**config.mk**
```make
export PLATFORM = sky130hd
export DESIGN_NAME = integer_cube_root
export DESIGN_NICKNAME = d
export VERILOG_FILES = /design/src/rtl/core/icr_pkg.sv /design/src/rtl/core/icr_cell.sv /design/src/rtl/core/integer_cube_root.sv
export SDC_FILE = /design/constraint.sdc
export NUM_CORES = 1
export LEC_CHECK = 0
export BUFFER_PORTS_ARGS = -buffer_cell sky130_fd_sc_hd__buf_4
export CAP_MARGIN = 20
export CORE_UTILIZATION = 31
export CTS_BUF_LIST = sky130_fd_sc_hd__clkbuf_16
export DETAILED_ROUTE_END_ITERATION = 7
export GPL_TIMING_DRIVEN = 0
export MAX_ROUTING_LAYER = met4
export PLACE_DENSITY_LB_ADDON = 0.1
export SLEW_MARGIN = 20
export SYNTH_ARGS = -nofsm -noshare
export SYNTH_HDL_FRONTEND = slang
export SYNTH_SLANG_ARGS = --single-unit
```
**constraint.sdc**
```tcl
create_clock -name clock -period 6.5 [get_ports clock]
set_input_delay 1.3 -clock clock [delete_from_list [all_inputs] [get_ports clock]]
set_output_delay 1.3 -clock clock [all_outputs]
set_load 0.01 [all_outputs]
```
**src/rtl/core/icr_pkg.sv**
```systemverilog
`timescale 1ns / 1ps
`default_nettype none

package icr_pkg;

   // Width of the root field on the result channel.
   localparam int ROOT_W = 11;

   // Result tdata is the root field padded to whole bytes.
   localparam int RSP_TDATA_W = ((ROOT_W + 7) / 8) * 8;

endpackage : icr_pkg

`default_nettype wire

```
**src/rtl/core/icr_cell.sv**
```systemverilog
`timescale 1ns / 1ps
`default_nettype none

// One root bit of the restoring cube root.
// Tracks root r and its square s so the trial 3a^2+3a+1 with a = 2r
// becomes 12s + 6r + 1: shifts and adds only, no multiplier.
module icr_cell #(
   parameter int RB  = 32,   // radicand width
   parameter int RW  = 11,   // root width
   parameter int POS = 0     // radicand bit where this cell's group starts
) (
   input  wire logic              clock,
   input  wire logic              reset,
   input  wire logic              up_valid,
   output      logic              up_ready,
   input  wire logic [RB-1:0]     up_rem,
   input  wire logic [RW-1:0]     up_root,
   input  wire logic [2*RW-1:0]   up_sq,
   output      logic              dn_valid,
   input  wire logic              dn_ready,
   output      logic [RB-1:0]     dn_rem,
   output      logic [RW-1:0]     dn_root,
   output      logic [2*RW-1:0]   dn_sq
);

   localparam int SW = 2 * RW;
   localparam int CW = (RB > SW + 4) ? RB : SW + 4;

   logic            valid_ff, valid_in;
   logic [RB-1:0]   rem_ff, rem_in;
   logic [RW-1:0]   root_ff, root_in;
   logic [SW-1:0]   sq_ff, sq_in;

   logic [CW-1:0]   trial;
   logic [CW-1:0]   rem_hi;
   logic [RB-1:0]   trial_sh;
   logic            fits;
   logic            load;

   assign trial = (CW'(up_sq) << 3) + (CW'(up_sq) << 2)
                + (CW'(up_root) << 2) + (CW'(up_root) << 1) + CW'(1);
   assign rem_hi   = CW'(up_rem >> POS);
   assign fits     = rem_hi >= trial;
   // exact whenever the trial fits, which is the only time it is used
   assign trial_sh = RB'(trial << POS);

   assign rem_in  = fits ? up_rem - trial_sh : up_rem;
   assign root_in = {up_root[RW-2:0], fits};
   // (2r+b)^2 = 4s + b*(4r+1)
   assign sq_in   = (up_sq << 2) + (fits ? ((SW'(up_root) << 2) + SW'(1)) : '0);

   assign up_ready = !valid_ff || dn_ready;
   assign load     = up_valid && up_ready;
   assign valid_in = up_ready ? up_valid : valid_ff;

   always_ff @(posedge clock) begin
      if (reset) begin
         valid_ff <= 1'b0;
      end else begin
         valid_ff <= valid_in;
      end
   end

   always_ff @(posedge clock) begin
      if (load) begin
         rem_ff  <= rem_in;
         root_ff <= root_in;
         sq_ff   <= sq_in;
      end
   end

   assign dn_valid = valid_ff;
   assign dn_rem   = rem_ff;
   assign dn_root  = root_ff;
   assign dn_sq    = sq_ff;

endmodule : icr_cell

`default_nettype wire

```
**src/rtl/core/integer_cube_root.sv**
```systemverilog
`timescale 1ns / 1ps
`default_nettype none

// Integer cube root, rounded down. Each item on the req_ channel carries an
// unsigned radicand; the matching item on the rsp_ channel carries the
// largest integer whose cube does not exceed it. The work runs through a row
// of RADICAND_BITS/3 + 1 cells (eleven at the default 32 bits), one per root
// bit, each a registered stage of the restoring digit-by-digit method on its
// own three-bit group. A new item is taken every cycle unless the row is full
// behind a stalled result; each item passes through every cell in turn. The
// last cell's register is the output register. Ready ripples back through
// the row, so a stalled result only stops the cells behind it once they
// are all full, and empty cells keep filling meanwhile. Radicand bits of
// req_tdata above RADICAND_BITS are ignored. If the root needs more than
// eleven bits, only its low eleven bits are returned.
module integer_cube_root
   import icr_pkg::*;
#(
   parameter int RADICAND_BITS = 32
) (
   input  wire logic                                   clock,
   input  wire logic                                   reset,
   // request channel
   input  wire logic                                   req_tvalid,
   output      logic                                   req_tready,
   input  wire logic [((RADICAND_BITS + 7) / 8) * 8 - 1:0] req_tdata, // [RB-1:0] radicand
   // response channel
   output      logic                                   rsp_tvalid,
   input  wire logic                                   rsp_tready,
   output      logic [RSP_TDATA_W-1:0]                 rsp_tdata  // [10:0] root
);

   localparam int RB     = RADICAND_BITS;
   localparam int NCELL  = RB / 3 + 1;      // root bits, one cell each
   localparam int RW     = NCELL;
   localparam int FIRST  = (RB / 3) * 3;    // bit where the top group starts

   // stage k feeds cell k; stage NCELL is the last cell's output
   logic            stg_valid [0:NCELL];
   logic            stg_ready [0:NCELL];
   logic [RB-1:0]   stg_rem   [0:NCELL];
   logic [RW-1:0]   stg_root  [0:NCELL];
   logic [2*RW-1:0] stg_sq    [0:NCELL];

   assign stg_valid[0] = req_tvalid;
   assign req_tready   = stg_ready[0];
   assign stg_rem[0]   = req_tdata[RB-1:0];
   assign stg_root[0]  = '0;
   assign stg_sq[0]    = '0;

   for (genvar k = 0; k < NCELL; k++) begin : g_cell
      icr_cell #(
         .RB  (RB),
         .RW  (RW),
         .POS (FIRST - 3 * k)
      ) u_cell (
         .clock    (clock),
         .reset    (reset),
         .up_valid (stg_valid[k]),
         .up_ready (stg_ready[k]),
         .up_rem   (stg_rem[k]),
         .up_root  (stg_root[k]),
         .up_sq    (stg_sq[k]),
         .dn_valid (stg_valid[k+1]),
         .dn_ready (stg_ready[k+1]),
         .dn_rem   (stg_rem[k+1]),
         .dn_root  (stg_root[k+1]),
         .dn_sq    (stg_sq[k+1])
      );
   end

   // final remainder and square are dropped; synthesis trims them
   assign stg_ready[NCELL] = rsp_tready;
   assign rsp_tvalid       = stg_valid[NCELL];
   assign rsp_tdata        = RSP_TDATA_W'(ROOT_W'(stg_root[NCELL]));

   // keep the tail of the row visibly read
   logic unused_tail;
   assign unused_tail = ^{stg_rem[NCELL], stg_sq[NCELL]};

endmodule : integer_cube_root

`default_nettype wire

```
==> results_dict.tcl <==
set metrics [dict create \
    status "finished with violations" \
    violations "setup timing" \
    synth-edff-count 503 \
    timing.rr.end "g_cell[7].u_cell.dn_sq[20]" \
    p_per_area_nw_per_um2 180 \
    grt_use_total 0.149 \
    seq_area_frac_synth 0.418 \
    yosysUniqueCellTypes 88 \
    synthTopCellsByArea "edfxtp_1 (41%), ha_1 (14%), xnor2_1 (5.8%), xor2_1 (4.2%), fa_1 (3.4%)" \
    htreeDepth 2 \
    wl_mm 88.0 \
    clk_pin_slew_ps 60 \
    worstSetupPathType "register to register" \
    die_h_microns 346 \
    worst_setup_path_end_kind "register" \
    io_buffers 48 \
    synthArstFlopShare 0 \
    die_w_microns 346 \
    r2r_start "g_cell[6].u_cell.dn_sq[3]" \
    numClockSinks 514 \
    period_minus_slack_ps 7080 \
    synth_top_cell_by_area "edfxtp_1" \
    first_iter_violations 1061 \
    ys.flop_type "edfxtp_1" \
    drive_gt1_frac 0.175 \
    fmax_mhz 141 \
    initial_core_util 0.314 \
    whs_ps 416 \
    cts_tree "yes" \
    worst_ep_required_time_ps 6890 \
    antenna_left 0 \
    overflow 0 \
    cp-startpoint "g_cell[6].u_cell.dn_sq[3]" \
    netlist_instances 3447 \
    drv_cap 0 \
    coreArea_sq_um 117000 \
    cp_slowest_cell "fa_1" \
    grt_pass1_vias 26200 \
    reg2reg_depth 37 \
    vias 25300 \
    maxSlewHeadroom 0.357 \
    yosysMostFrequentCell "edfxtp_1" \
    yosys_warnings 0 \
    place_hpwl_mm 68.8 \
    p_leak_nw 17.5 \
    syn-cell-area_sq_um 36600 \
    setup_viol 42 \
    crit_path_start_kind "register" \
    hold_viol 0 \
    worstMarginPinSlew_ps 962 \
    synth_top_area_frac 0.412 \
    holdPathStages 0 \
    ioPinCount 54 \
    crit_path_max_incr_delay_ps 490 \
    numCtsBuffers 58 \
    fin_ws_ps -581 \
    nNetsFinal 4223 \
    dieArea_sq_um 120000 \
    drc 0 \
    rows 125 \
    slew_viol_final 0 \
    fin_area_sq_um 44300 \
    antenna_found_initial 0 \
    diodes 0 \
    clk_path_buf_depth 3 \
    clockRootBuffer "clkbuf_16" \
    wire_per_inst_microns 16.6 \
    worstHoldPathType "register to register" \
    place_congestion 0.842 \
    dpl_cell_area_sq_um 39600 \
    dr.pass1.iters 7 \
    ys_ff_latch 514 \
    area_growth_pct 20.9 \
    postSynthAreaPerCell_sq_um 10.6 \
    rsz0062_at_grt "yes" \
    cp.arrival_ps 7470 \
    crit_end "g_cell[7].u_cell.dn_sq[20]" \
    vdd_drop_max_mv 0.193 \
    r2r_slack_ps -580 \
    cp_common_cell "a21oi_2" \
    grt_max_degree 29 \
    clk_latency_ps 650 \
    grt_pass1_wl_mm 139 \
    finalCritPeriodShare 1.09 \
    finalClockSkew_ps 25.3 \
    routed_via_density 4.77 \
    path_max_fanout 6 \
    synthTopCellsByCount "edfxtp_1 (503), ha_1 (398), a21oi_1 (249)" \
]
per-stage QoR:
stage               cells  TNS (ps)  total power, W   util  setup slack [ps]
floorplan            3451     -1420         0.00455      -              -363
global placement     5023   -491080         0.00476  0.335             -2190
detailed placement   5041   -110990         0.00478  0.339             -2120
CTS                  5254    -19320         0.00812  0.371              -739
global route         5299    -29010         0.00836  0.380              -960
finish               5299    -13530         0.00798  0.380              -581
cell type report:
cell class              count  area [sq um]
plain buffers              47           315
clock buffers              59          1480
clock inverters            50           434
fillers                 11500         72400
inverters                 232           896
multi-input cells        2656         21900
flip-flops and latches    514         15300
well taps                1524          1910
repair buffers            217          2020
flip-flops by register name, summed over array words and instances, names as in the netlist:
signal and flops:
g_cell.u_cell.dn_root 66, g_cell.u_cell.dn_valid 11, g_cell.u_cell.dn_sq 117, g_cell.u_cell.dn_rem 320
cell families (layout without fill, tap and decap cells):
kind of cell,after synthesis,after routing,synth area share
DFF,514,514,0.418
and+or+nand+nor,851,851,0.113
muxes,58,58,0.0177
buffers and inverters,281,605,0.0295
other,1,5,0.000102
AOI/OAI and AO/OA,861,861,0.151
xor gates and xnor gates,420,420,0.100
adders and majority gates,461,461,0.170
layout by cell type, fill, tap and decap left out, drive strengths merged, types with 16 or more instances in the layout:
cell / netlist / routed
nand2: 232 / 232
clkbuf: 41 / 94
nor2: 230 / 230
o31ai: 16 / 16
fa: 63 / 63
mux2: 53 / 53
buf: 8 / 229
and2: 44 / 44
xor2: 177 / 177
or3: 19 / 19
o21ai: 203 / 203
nand4: 23 / 23
a21o: 146 / 146
inv: 231 / 234
o21bai: 46 / 46
nor3: 49 / 49
nor2b: 48 / 48
a31oi: 32 / 32
ha: 398 / 398
clkinv: 1 / 36
o21a: 32 / 32
nand3: 73 / 73
xnor2: 243 / 243
nand2b: 38 / 38
a21oi: 249 / 249
a211oi: 17 / 17
and3: 24 / 24
edfxtp: 503 / 503
how the worst min path moves through the flow:
stage / from / end
after global routing: g_cell[0].u_cell.dn_rem[11] / g_cell[1].u_cell.dn_rem[11]
after global placement: g_cell[1].u_cell.dn_rem[2] / g_cell[2].u_cell.dn_rem[2]
final: g_cell[2].u_cell.dn_rem[2] / g_cell[3].u_cell.dn_rem[2]
after CTS: g_cell[6].u_cell.dn_rem[7] / g_cell[7].u_cell.dn_rem[7]
after floorplan: g_cell[0].u_cell.dn_rem[0] / g_cell[1].u_cell.dn_rem[0]
after detailed placement: g_cell[0].u_cell.dn_rem[11] / g_cell[1].u_cell.dn_rem[11]
report_power, final:
part           switching [W]  leakage, nW  internal (W)
registers          0.0000495         4.67       0.00373
clock network        0.00140        0.934       0.00186
logic               0.000500         11.9      0.000452
routing by layer:
metal,part of all wire,wire length [microns],track usage
met1,0.44,38600,0.171
met2,0.51,44800,0.270
met3,0.019,1650,0.0145
met4,0.034,2960,0.0474
met5,0,0,-
worst max-delay path, delay by kind of cell, from the launching register on:
kind                     cells  cell delay (ps)
buffers and inverters        6              630
XOR/XNOR                     2              330
flip-flops                   1              440
AND/OR/NAND/NOR              9             1220
adder cells (fa/ha/maj)      6             1960
AO/OA/AOI/OAI               14             2230
timing repair:
action | 4_1_cts | 5_1_grt
setup buffers | 107 | 50
hold buffers | 0 | 0
pin swaps | 102 | 77
gates cloned | 0 | 1
endpoints found under the setup margin | 150 | 89
gates resized for setup | 199 | 144
No activity file was read; power rests on OpenSTA's default activity.
